[src/sv/pqe_pkg.sv]
package pqe_pkg;

  localparam int JOB_W   = 16;
  localparam int PRIO_W  = 8;
  localparam int COUNT_W = 5;

  // Operation codes carried by a request.
  typedef enum logic [1:0] {
    KIND_INSERT  = 2'd0,
    KIND_EXTRACT = 2'd1,
    KIND_CLEAR   = 2'd2
  } kind_e;

  // Control states of the top level.
  typedef enum logic {
    ST_IDLE,
    ST_SEARCH
  } state_e;

  // Search token handed from one cell to the next.
  typedef struct packed {
    logic              vld;
    logic              hit;
    logic [PRIO_W-1:0] prio;
    logic [JOB_W-1:0]  job;
  } token_t;

endpackage

[src/sv/pqe_cell.sv]
module pqe_cell #(
  parameter int DEPTH    = 16,
  parameter int CELL_IDX = 0
) (
  input  logic                              clk_i,
  input  logic                              rst_ni,
  input  logic [$clog2(DEPTH+1)-1:0]        count_i,
  input  logic                              ins_i,
  input  logic [pqe_pkg::JOB_W-1:0]         ins_job_i,
  input  logic [pqe_pkg::PRIO_W-1:0]        ins_prio_i,
  input  logic                              shift_i,
  input  logic [$clog2(DEPTH)-1:0]          best_idx_i,
  input  logic [pqe_pkg::JOB_W-1:0]         nxt_job_i,
  input  logic [pqe_pkg::PRIO_W-1:0]        nxt_prio_i,
  input  pqe_pkg::token_t                   tok_i,
  input  logic [$clog2(DEPTH)-1:0]          tok_idx_i,
  output pqe_pkg::token_t                   tok_o,
  output logic [$clog2(DEPTH)-1:0]          tok_idx_o,
  output logic [pqe_pkg::JOB_W-1:0]         job_o,
  output logic [pqe_pkg::PRIO_W-1:0]        prio_o
);

  localparam int CNT_W = $clog2(DEPTH + 1);
  localparam int IDX_W = $clog2(DEPTH);

  logic [pqe_pkg::JOB_W-1:0]  job_q, job_d;
  logic [pqe_pkg::PRIO_W-1:0] prio_q, prio_d;
  logic                       tok_vld_q;
  logic                       tok_hit_q, tok_hit_d;
  logic [pqe_pkg::PRIO_W-1:0] tok_prio_q, tok_prio_d;
  logic [pqe_pkg::JOB_W-1:0]  tok_job_q, tok_job_d;
  logic [IDX_W-1:0]           tok_idx_q, tok_idx_d;
  logic                       occupied;
  logic                       take;

  assign occupied = count_i > CNT_W'(CELL_IDX);

  // Strictly greater, so the earlier arrival keeps a tie.
  assign take = tok_i.vld && occupied && (!tok_i.hit || (prio_q > tok_i.prio));

  always_comb begin
    job_d  = job_q;
    prio_d = prio_q;
    if (ins_i && (count_i == CNT_W'(CELL_IDX))) begin
      job_d  = ins_job_i;
      prio_d = ins_prio_i;
    end else if (shift_i && (IDX_W'(CELL_IDX) >= best_idx_i)) begin
      job_d  = nxt_job_i;
      prio_d = nxt_prio_i;
    end
  end

  always_comb begin
    tok_hit_d  = tok_i.hit;
    tok_prio_d = tok_i.prio;
    tok_job_d  = tok_i.job;
    tok_idx_d  = tok_idx_i;
    if (take) begin
      tok_hit_d  = 1'b1;
      tok_prio_d = prio_q;
      tok_job_d  = job_q;
      tok_idx_d  = IDX_W'(CELL_IDX);
    end
  end

  always_ff @(posedge clk_i) begin
    job_q      <= job_d;
    prio_q     <= prio_d;
    tok_hit_q  <= tok_hit_d;
    tok_prio_q <= tok_prio_d;
    tok_job_q  <= tok_job_d;
    tok_idx_q  <= tok_idx_d;
  end

  always_ff @(posedge clk_i or negedge rst_ni) begin
    if (!rst_ni) begin
      tok_vld_q <= 1'b0;
    end else begin
      tok_vld_q <= tok_i.vld;
    end
  end

  assign tok_o.vld  = tok_vld_q;
  assign tok_o.hit  = tok_hit_q;
  assign tok_o.prio = tok_prio_q;
  assign tok_o.job  = tok_job_q;
  assign tok_idx_o  = tok_idx_q;
  assign job_o      = job_q;
  assign prio_o     = prio_q;

endmodule

[src/sv/priority_queue_extract_max.sv]
// Channel   Direction  Handshake                      Payload
// request   in         start high while busy is low   kind_i, job_id_i, priority_req_i
// result    out        done_o high for one cycle      job_out_o, found_o, accepted_o,
//                                                     count_o, is_full_o, is_empty_o
//
// An insert, a clear, an unused code or an extract on an empty queue gives its
// result in the cycle after the request is taken, and busy stays low.
// An extract on a non-empty queue keeps busy high until its result, which waits
// for the search token walking the row of DEPTH cells one cell per cycle.
// Reset is asynchronous and active low; it empties the queue and stops any search.
// The receiver cannot stall: every result is shown for exactly one cycle.
module priority_queue_extract_max #(
  parameter int DEPTH = 16
) (
  input  logic                         clk_i,
  input  logic                         rst_ni,
  input  logic                         start,
  output logic                         busy,
  input  logic [1:0]                   kind_i,
  input  logic [pqe_pkg::JOB_W-1:0]    job_id_i,
  input  logic [pqe_pkg::PRIO_W-1:0]   priority_req_i,
  output logic                         done_o,
  output logic [pqe_pkg::JOB_W-1:0]    job_out_o,
  output logic                         found_o,
  output logic                         accepted_o,
  output logic [pqe_pkg::COUNT_W-1:0]  count_o,
  output logic                         is_full_o,
  output logic                         is_empty_o
);

  localparam int CNT_W = $clog2(DEPTH + 1);
  localparam int IDX_W = $clog2(DEPTH);

  // The queue lives in a row of cells in arrival order: cell 0 holds the oldest
  // entry. An insert writes the cell at the current count. An extract launches a
  // search token into cell 0; each cell replaces the token's best entry with its
  // own when it is occupied and strictly higher in priority, so the earliest of
  // equal priorities survives. When the token leaves the last cell, every cell at
  // or above the winner's place takes its right neighbour's entry, all in the same cycle.

  pqe_pkg::state_e             state_q, state_d;
  logic [CNT_W-1:0]            count_q, count_d;
  logic                        done_q, done_d;
  logic [pqe_pkg::JOB_W-1:0]   job_q, job_d;
  logic                        found_q, found_d;
  logic                        acc_q, acc_d;

  logic                        take_req;
  logic                        launch;
  logic                        finish;
  logic                        ins_en;
  logic                        queue_empty;
  logic                        queue_full;

  pqe_pkg::token_t             launch_tok;
  pqe_pkg::token_t             tok_a  [DEPTH];
  logic [IDX_W-1:0]            tidx_a [DEPTH];
  logic [pqe_pkg::JOB_W-1:0]   job_a  [DEPTH];
  logic [pqe_pkg::PRIO_W-1:0]  prio_a [DEPTH];

  assign take_req    = start && !busy;
  assign queue_empty = count_q == '0;
  assign queue_full  = count_q == CNT_W'(DEPTH);

  // Next state.
  always_comb begin
    state_d = state_q;
    unique case (state_q)
      pqe_pkg::ST_IDLE: begin
        if (take_req && (kind_i == pqe_pkg::KIND_EXTRACT) && !queue_empty) begin
          state_d = pqe_pkg::ST_SEARCH;
        end
      end
      pqe_pkg::ST_SEARCH: begin
        if (tok_a[DEPTH-1].vld) begin
          state_d = pqe_pkg::ST_IDLE;
        end
      end
      default: state_d = pqe_pkg::ST_IDLE;
    endcase
  end

  // Control outputs of the state machine.
  always_comb begin
    busy   = 1'b0;
    launch = 1'b0;
    finish = 1'b0;
    unique case (state_q)
      pqe_pkg::ST_IDLE: begin
        launch = take_req && (kind_i == pqe_pkg::KIND_EXTRACT) && !queue_empty;
      end
      pqe_pkg::ST_SEARCH: begin
        busy   = 1'b1;
        finish = tok_a[DEPTH-1].vld;
      end
      default: busy = 1'b0;
    endcase
  end

  assign ins_en = take_req && (kind_i == pqe_pkg::KIND_INSERT) && !queue_full;

  assign launch_tok.vld  = launch;
  assign launch_tok.hit  = 1'b0;
  assign launch_tok.prio = '0;
  assign launch_tok.job  = '0;

  // Result and count update. Every request gives exactly one result: the quick
  // operations straight away, a real extract once the token has left the row.
  always_comb begin
    count_d = count_q;
    done_d  = 1'b0;
    job_d   = '0;
    found_d = 1'b0;
    acc_d   = 1'b0;
    if (finish) begin
      done_d  = 1'b1;
      job_d   = tok_a[DEPTH-1].job;
      found_d = 1'b1;
      count_d = count_q - CNT_W'(1);
    end else if (take_req) begin
      unique case (kind_i)
        pqe_pkg::KIND_INSERT: begin
          done_d = 1'b1;
          if (!queue_full) begin
            acc_d   = 1'b1;
            count_d = count_q + CNT_W'(1);
          end
        end
        pqe_pkg::KIND_EXTRACT: begin
          // A non-empty queue reports when its search finishes.
          done_d = queue_empty;
        end
        pqe_pkg::KIND_CLEAR: begin
          done_d  = 1'b1;
          count_d = '0;
        end
        default: begin
          done_d = 1'b1;
        end
      endcase
    end
  end

  always_ff @(posedge clk_i or negedge rst_ni) begin
    if (!rst_ni) begin
      state_q <= pqe_pkg::ST_IDLE;
      count_q <= '0;
      done_q  <= 1'b0;
    end else begin
      state_q <= state_d;
      count_q <= count_d;
      done_q  <= done_d;
    end
  end

  always_ff @(posedge clk_i) begin
    job_q   <= job_d;
    found_q <= found_d;
    acc_q   <= acc_d;
  end

  // The row of cells; the last cell has no right neighbour and keeps its entry,
  // which lies beyond the count after a removal.
  for (genvar i = 0; i < DEPTH; i++) begin : g_cell
    pqe_pkg::token_t             tok_in;
    logic [IDX_W-1:0]            idx_in;
    logic [pqe_pkg::JOB_W-1:0]   nxt_job;
    logic [pqe_pkg::PRIO_W-1:0]  nxt_prio;

    if (i == 0) begin : g_head
      assign tok_in = launch_tok;
      assign idx_in = '0;
    end else begin : g_body
      assign tok_in = tok_a[i-1];
      assign idx_in = tidx_a[i-1];
    end

    if (i == DEPTH - 1) begin : g_tail
      assign nxt_job  = job_a[i];
      assign nxt_prio = prio_a[i];
    end else begin : g_link
      assign nxt_job  = job_a[i+1];
      assign nxt_prio = prio_a[i+1];
    end

    pqe_cell #(
      .DEPTH    (DEPTH),
      .CELL_IDX (i)
    ) u_cell (
      .clk_i      (clk_i),
      .rst_ni     (rst_ni),
      .count_i    (count_q),
      .ins_i      (ins_en),
      .ins_job_i  (job_id_i),
      .ins_prio_i (priority_req_i),
      .shift_i    (finish),
      .best_idx_i (tidx_a[DEPTH-1]),
      .nxt_job_i  (nxt_job),
      .nxt_prio_i (nxt_prio),
      .tok_i      (tok_in),
      .tok_idx_i  (idx_in),
      .tok_o      (tok_a[i]),
      .tok_idx_o  (tidx_a[i]),
      .job_o      (job_a[i]),
      .prio_o     (prio_a[i])
    );
  end

  // The status fields follow the count, which holds still while a result shows.
  assign done_o     = done_q;
  assign job_out_o  = job_q;
  assign found_o    = found_q;
  assign accepted_o = acc_q;
  assign count_o    = pqe_pkg::COUNT_W'(count_q);
  assign is_full_o  = queue_full;
  assign is_empty_o = queue_empty;

endmodule

[config.mk]
export PLATFORM = sky130hd
export DESIGN_NAME = priority_queue_extract_max
export DESIGN_NICKNAME = d
export VERILOG_FILES = /design/src/sv/pqe_pkg.sv /design/src/sv/pqe_cell.sv /design/src/sv/priority_queue_extract_max.sv
export SDC_FILE = /design/constraint.sdc
export NUM_CORES = 1
export LEC_CHECK = 0
export ABC_AREA = 1
export BUFFER_PORTS_ARGS = -buffer_cell sky130_fd_sc_hd__buf_2
export CORE_AREA = 4 4 257 259
export CTS_BUF_LIST = sky130_fd_sc_hd__clkbuf_8 sky130_fd_sc_hd__clkbuf_16
export CTS_CLUSTER_DIAMETER = 80
export DETAILED_ROUTE_END_ITERATION = 8
export DIE_AREA = 0 0 261 263
export PLACE_DENSITY = 0.71
export RECOVER_POWER = 50
export REMOVE_ABC_BUFFERS = 1
export SLEW_MARGIN = 15
export SYNTH_ARGS = -nofsm -noshare
export SYNTH_HDL_FRONTEND = slang
export SYNTH_SLANG_ARGS = --single-unit
[constraint.sdc]
create_clock -name clk_i -period 5.45 [get_ports clk_i]
set_clock_uncertainty 0.05 [all_clocks]
set_input_delay 0 -clock clk_i [delete_from_list [all_inputs] [get_ports clk_i]]
set_output_delay 0 -clock clk_i [all_outputs]
set_load 0.01 [all_outputs]
==> flow_summary.html <==
<table>
<tr><th>Metric</th><th>Value</th></tr>
<tr><th colspan="2">Floorplanning</th></tr>
<tr><td>Boundary Pins</td><td>56</td></tr>
<tr><td>Core area</td><td>0.0639 mm^2</td></tr>
<tr><td>Starting density of the core</td><td>54.5%</td></tr>
<tr><td>Overall die width</td><td>261 um</td></tr>
<tr><td>Row count</td><td>93</td></tr>
<tr><td>Height of the die</td><td>263 um</td></tr>
<tr><td>Die area</td><td>0.0686 mm^2</td></tr>
<tr><th colspan="2">STA</th></tr>
<tr><td>Total negative slack for setup checks</td><td>0 ns</td></tr>
<tr><td>Hold Violations, Final</td><td>0</td></tr>
<tr><td>Actual transition at the worst max-transition pin</td><td>between 2 and 2.5 ns</td></tr>
<tr><td>Final setup fails</td><td>0</td></tr>
<tr><td>Time the worst path needs with I/O delays and setup</td><td>about 4.2 ns</td></tr>
<tr><td>Highest clock rate</td><td>236 MHz</td></tr>
<tr><td>Max-Slew Margin vs Limit</td><td>-34.1%</td></tr>
<tr><td>Worst hold slack</td><td>0.0465 ns</td></tr>
<tr><td>Portion of the clock cycle consumed by the worst path in the final layout</td><td>77.8%</td></tr>
<tr><td>RSZ-0062 raised after global routing</td><td>false</td></tr>
<tr><td>Max-slew violation total from the final report</td><td>299</td></tr>
<tr><th colspan="2">Synthesis</th></tr>
<tr><td>Netlist area before placement</td><td>0.0348 mm^2</td></tr>
<tr><td>Total of flip-flops plus latches after synthesis</td><td>865</td></tr>
<tr><td>Count of flip-flops with a built-in enable after synthesis</td><td>~380</td></tr>
<tr><td>Ys flop type</td><td>sky130_fd_sc_hd__dfxtp_1</td></tr>
<tr><td>Fraction of post-synthesis cell area in the top cell type by area</td><td>33.1%</td></tr>
<tr><td>Distinct cell type count after synthesis</td><td>33</td></tr>
<tr><td>Post-Synthesis Cells</td><td>3804</td></tr>
<tr><td>Synth area leader</td><td>sky130_fd_sc_hd__edfxtp_1</td></tr>
<tr><td>Largest cells by area after synthesis</td><td>sky130_fd_sc_hd__edfxtp_1 33%, sky130_fd_sc_hd__dfxtp_1 26%, sky130_fd_sc_hd__nand2_1 14%</td></tr>
<tr><td>Yosys warns</td><td>0</td></tr>
<tr><td>Most frequent cells after synthesis</td><td>1334 x sky130_fd_sc_hd__nand2_1, 458 x sky130_fd_sc_hd__dfxtp_1, 384 x sky130_fd_sc_hd__edfxtp_1</td></tr>
<tr><td>Fraction of registers with async set/reset</td><td>2.66%</td></tr>
<tr><td>Fraction of the yosys area taken by sequential cells</td><td>61.1%</td></tr>
<tr><td>Most common cell in the synthesized netlist</td><td>sky130_fd_sc_hd__nand2_1</td></tr>
<tr><td>Mean post-synth cell area</td><td>9.16 um^2</td></tr>
<tr><th colspan="2">Route</th></tr>
<tr><td>Number of design rule violations left after detail routing</td><td>0</td></tr>
<tr><td>Via count</td><td>26.0k</td></tr>
<tr><td>Iteration-0 DRC Markers</td><td>2568</td></tr>
<tr><td>Final Routed Wirelength</td><td>91.8 mm</td></tr>
<tr><td>Wire length per cell</td><td>roughly 19 um</td></tr>
<tr><td>Via density per instance</td><td>5.48</td></tr>
<tr><td>Number of iterations in the first detailed-routing pass</td><td>6</td></tr>
<tr><td>Post-route antenna net violation count</td><td>0</td></tr>
<tr><th colspan="2">Worst setup path</th></tr>
<tr><td>Startpoint class of the critical path</td><td>register</td></tr>
<tr><td>CP peak stage delay</td><td>1.00 ns</td></tr>
<tr><td>CP max-delay cell</td><td>sky130_fd_sc_hd__nor2_1</td></tr>
<tr><td>Cell-by-cell trace of the critical path</td><td>inv_1, ha_1, nand3_1, inv_1, nor2_1, nand2_1, clkbuf_1, o21ai_2, buf_4</td></tr>
<tr><td>Required time of the critical path</td><td>around 5.7 ns</td></tr>
<tr><td>Critical path buffer and inverter count</td><td>4</td></tr>
<tr><td>Worst reg2reg startpoint</td><td>count_o[0]</td></tr>
<tr><td>Arrival time of data at the critical path endpoint</td><td>4.47 ns</td></tr>
<tr><td>Biggest fanout along the worst timing path</td><td>49</td></tr>
<tr><td>Kind of cell adding the most delay to the critical path</td><td>buffers and inverters</td></tr>
<tr><td>Source of the critical timing path</td><td>count_o[0]</td></tr>
<tr><td>Crit end category</td><td>register</td></tr>
<tr><td>Cell repeated most along the worst path</td><td>sky130_fd_sc_hd__inv_1</td></tr>
<tr><td>Critical path class</td><td>reg2reg</td></tr>
<tr><th colspan="2">GRT</th></tr>
<tr><td>Pin count of the biggest net entering global routing</td><td>50</td></tr>
<tr><td>Via count of the first global-routing pass</td><td>24.7k</td></tr>
<tr><td>Aggregate global-route resource usage</td><td>26.3%</td></tr>
<tr><td>Number of antenna violations at the first check in global routing</td><td>1</td></tr>
<tr><td>First-pass GRT wire length</td><td>141 mm</td></tr>
<tr><td>Total congestion overflow</td><td>0</td></tr>
<tr><th colspan="2">Placement</th></tr>
<tr><td>Post-detailed-placement half-perimeter wirelength</td><td>slightly below 60 mm</td></tr>
<tr><td>Placed cell areas</td><td>0.0357 mm^2</td></tr>
<tr><td>Port Buf Inserts</td><td>55</td></tr>
<tr><td>Final estimated routing congestion in global placement</td><td>0.920</td></tr>
<tr><th colspan="2">Pwr</th></tr>
<tr><td>Final Total Pwr</td><td>12800 uW</td></tr>
<tr><td>Cell area power density</td><td>roughly 330 mW/mm^2</td></tr>
<tr><td>Reported leakage power</td><td>0.0171 uW</td></tr>
<tr><td>Worst supply voltage drop on vdd</td><td>194 uV</td></tr>
<tr><th colspan="2">Clocking</th></tr>
<tr><td>Root Buffer</td><td>sky130_fd_sc_hd__clkbuf_16</td></tr>
<tr><td>Clock buffers created by TritonCTS</td><td>87</td></tr>
<tr><td># resized after CTS</td><td>0</td></tr>
<tr><td>Source-to-sink clock delay at the later pin of the worst-skew pair</td><td>0.63 ns</td></tr>
<tr><td>Clock transition time at the flip-flop clock pins of the worst setup and hold paths</td><td>0.06 ns</td></tr>
<tr><td>CTS tree</td><td>done</td></tr>
<tr><td>Total setup buffers inserted after CTS</td><td>0</td></tr>
<tr><td>H-tree depth</td><td>3</td></tr>
<tr><td>Clk sink count</td><td>865</td></tr>
<tr><td>Maximum buffer depth of the clock tree</td><td>3</td></tr>
<tr><th colspan="2">Final layout</th></tr>
<tr><td>Final Util</td><td>60.6%</td></tr>
<tr><td>Finished layout cell area</td><td>0.0387 mm^2</td></tr>
<tr><td>Synth-to-layout area growth</td><td>11.1%</td></tr>
<tr><td>Share of layout cells above drive strength 1</td><td>4.80%</td></tr>
<tr><td># nets final</td><td>3983</td></tr>
<tr><th colspan="2">Hold path</th></tr>
<tr><td>Path category of the worst min-delay check</td><td>in2reg</td></tr>
<tr><td>Worst min-delay path startpoint</td><td>priority_req_i[7]</td></tr>
<tr><th colspan="2">Run status</th></tr>
<tr><td>Result of the run</td><td>complete, but fails checks</td></tr>
<tr><td>Violations in the final reports</td><td>capacitance limit, slew limit</td></tr>
<tr><th colspan="2">Flow run</th></tr>
<tr><td>Max-capacitance violation count</td><td>7</td></tr>
</table>
-- final timing paths --
kind | cells past startpoint | endpoint | slack [ns]
min reg2reg | 0 | g_cell[4].u_cell.tok_vld_q | 0.32
max in group asynchronous | 4 | g_cell[3].u_cell.tok_vld_q | 3.75
max reg2reg | 9 | g_cell[1].u_cell.prio_o[1] | 1.21
min in group asynchronous | 4 | g_cell[15].u_cell.tok_vld_q | 0.79
min | 2 | g_cell[15].u_cell.prio_o[7] | 0.05
max | 9 | g_cell[1].u_cell.prio_o[1] | 1.21
-- power breakdown --
| part | switching (uW) | total, uW | internal (uW) |
|---|---|---|---|
| Combinational | 107 | 131 | 23.0 |
| Sequential | 0 | 6720 | 6720 |
| Clock | 2490 | 5970 | 3480 |
-- cell usage in the layout (no fill, tap or decap), drive strengths merged --
cell and count:
nor4 1, clkinvlp 2, inv 340, nand3 365
nor3b 4, bufinv 7, o211ai 4, or2 14
buf 29, ha 126, dfrtp 23, clkinv 19
clkbuf 172, dlygate4sd3 31, o31ai 1, a21o 15
dfxtp 458, edfxtp 384, nor2 111, a21boi 11
nand2 1341, o21ai 382, diode 1, nand4 18
a21oi 36, nor3 5
-- timing repair --
item / 4_1_cts / 5_1_grt
endpoints found under the hold margin: 67 / 0
hold buffers: 32 / 0
setup endpoints to repair: 0 / 0
-- routing by layer --
layer / routed length (um) / track usage, % / vias to the layer above
li1: - / - / 12500
met1: 36500 / 34.3 / 12300
met2: 44900 / 44.2 / 1060
met3: 6800 / 4.33 / 232
met4: 3560 / 10.1 / 0
met5: 0 / 0 / -
-- registers in the layout (all words and copies together), names as in the netlist --
signal,flops
done_o,1
job_out_o,16
g_cell.u_cell.tok_hit_q,15
g_cell.u_cell.tok_prio_q,120
count_o,5
state_q,1
g_cell.u_cell.prio_o,128
g_cell.u_cell.job_o,256
g_cell.u_cell.tok_vld_q,16
g_cell.u_cell.tok_idx_o,49
g_cell.u_cell.tok_job_q,256
accepted_o,1
found_o,1
-- metrics by stage --
step	worst slack [ns]	std cells
5_1_grt	0.910	4754
3_5_place_dp	1.97	4562
2_1_floorplan	1.46	3610
3_3_place_gp	2.03	4562
6_report	1.21	4755
4_1_cts	1.94	4754
-- area by class of cell --
cell class / instances / area, um^2
inverters: 311 / 1170
fillers: 5401 / 25200
diodes: 1 / 2.50
repair buffers: 129 / 777
multi-input cells: 2434 / 11500
clock inverters: 57 / 449
clock buffers: 103 / 2420
flip-flops and latches: 865 / 21300
well taps: 855 / 1070
-- kinds of logic after synthesis --
| logic type | share of synthesized area (%) |
|---|---|
| adders and majority gates | 4.52 |
| and+or+nand+nor | 22.0 |
| DFF | 61.1 |
| buffers and inverters | 5.75 |
| AOI/OAI and AO/OA | 6.70 |
No activity file was read; power rests on OpenSTA's default activity.
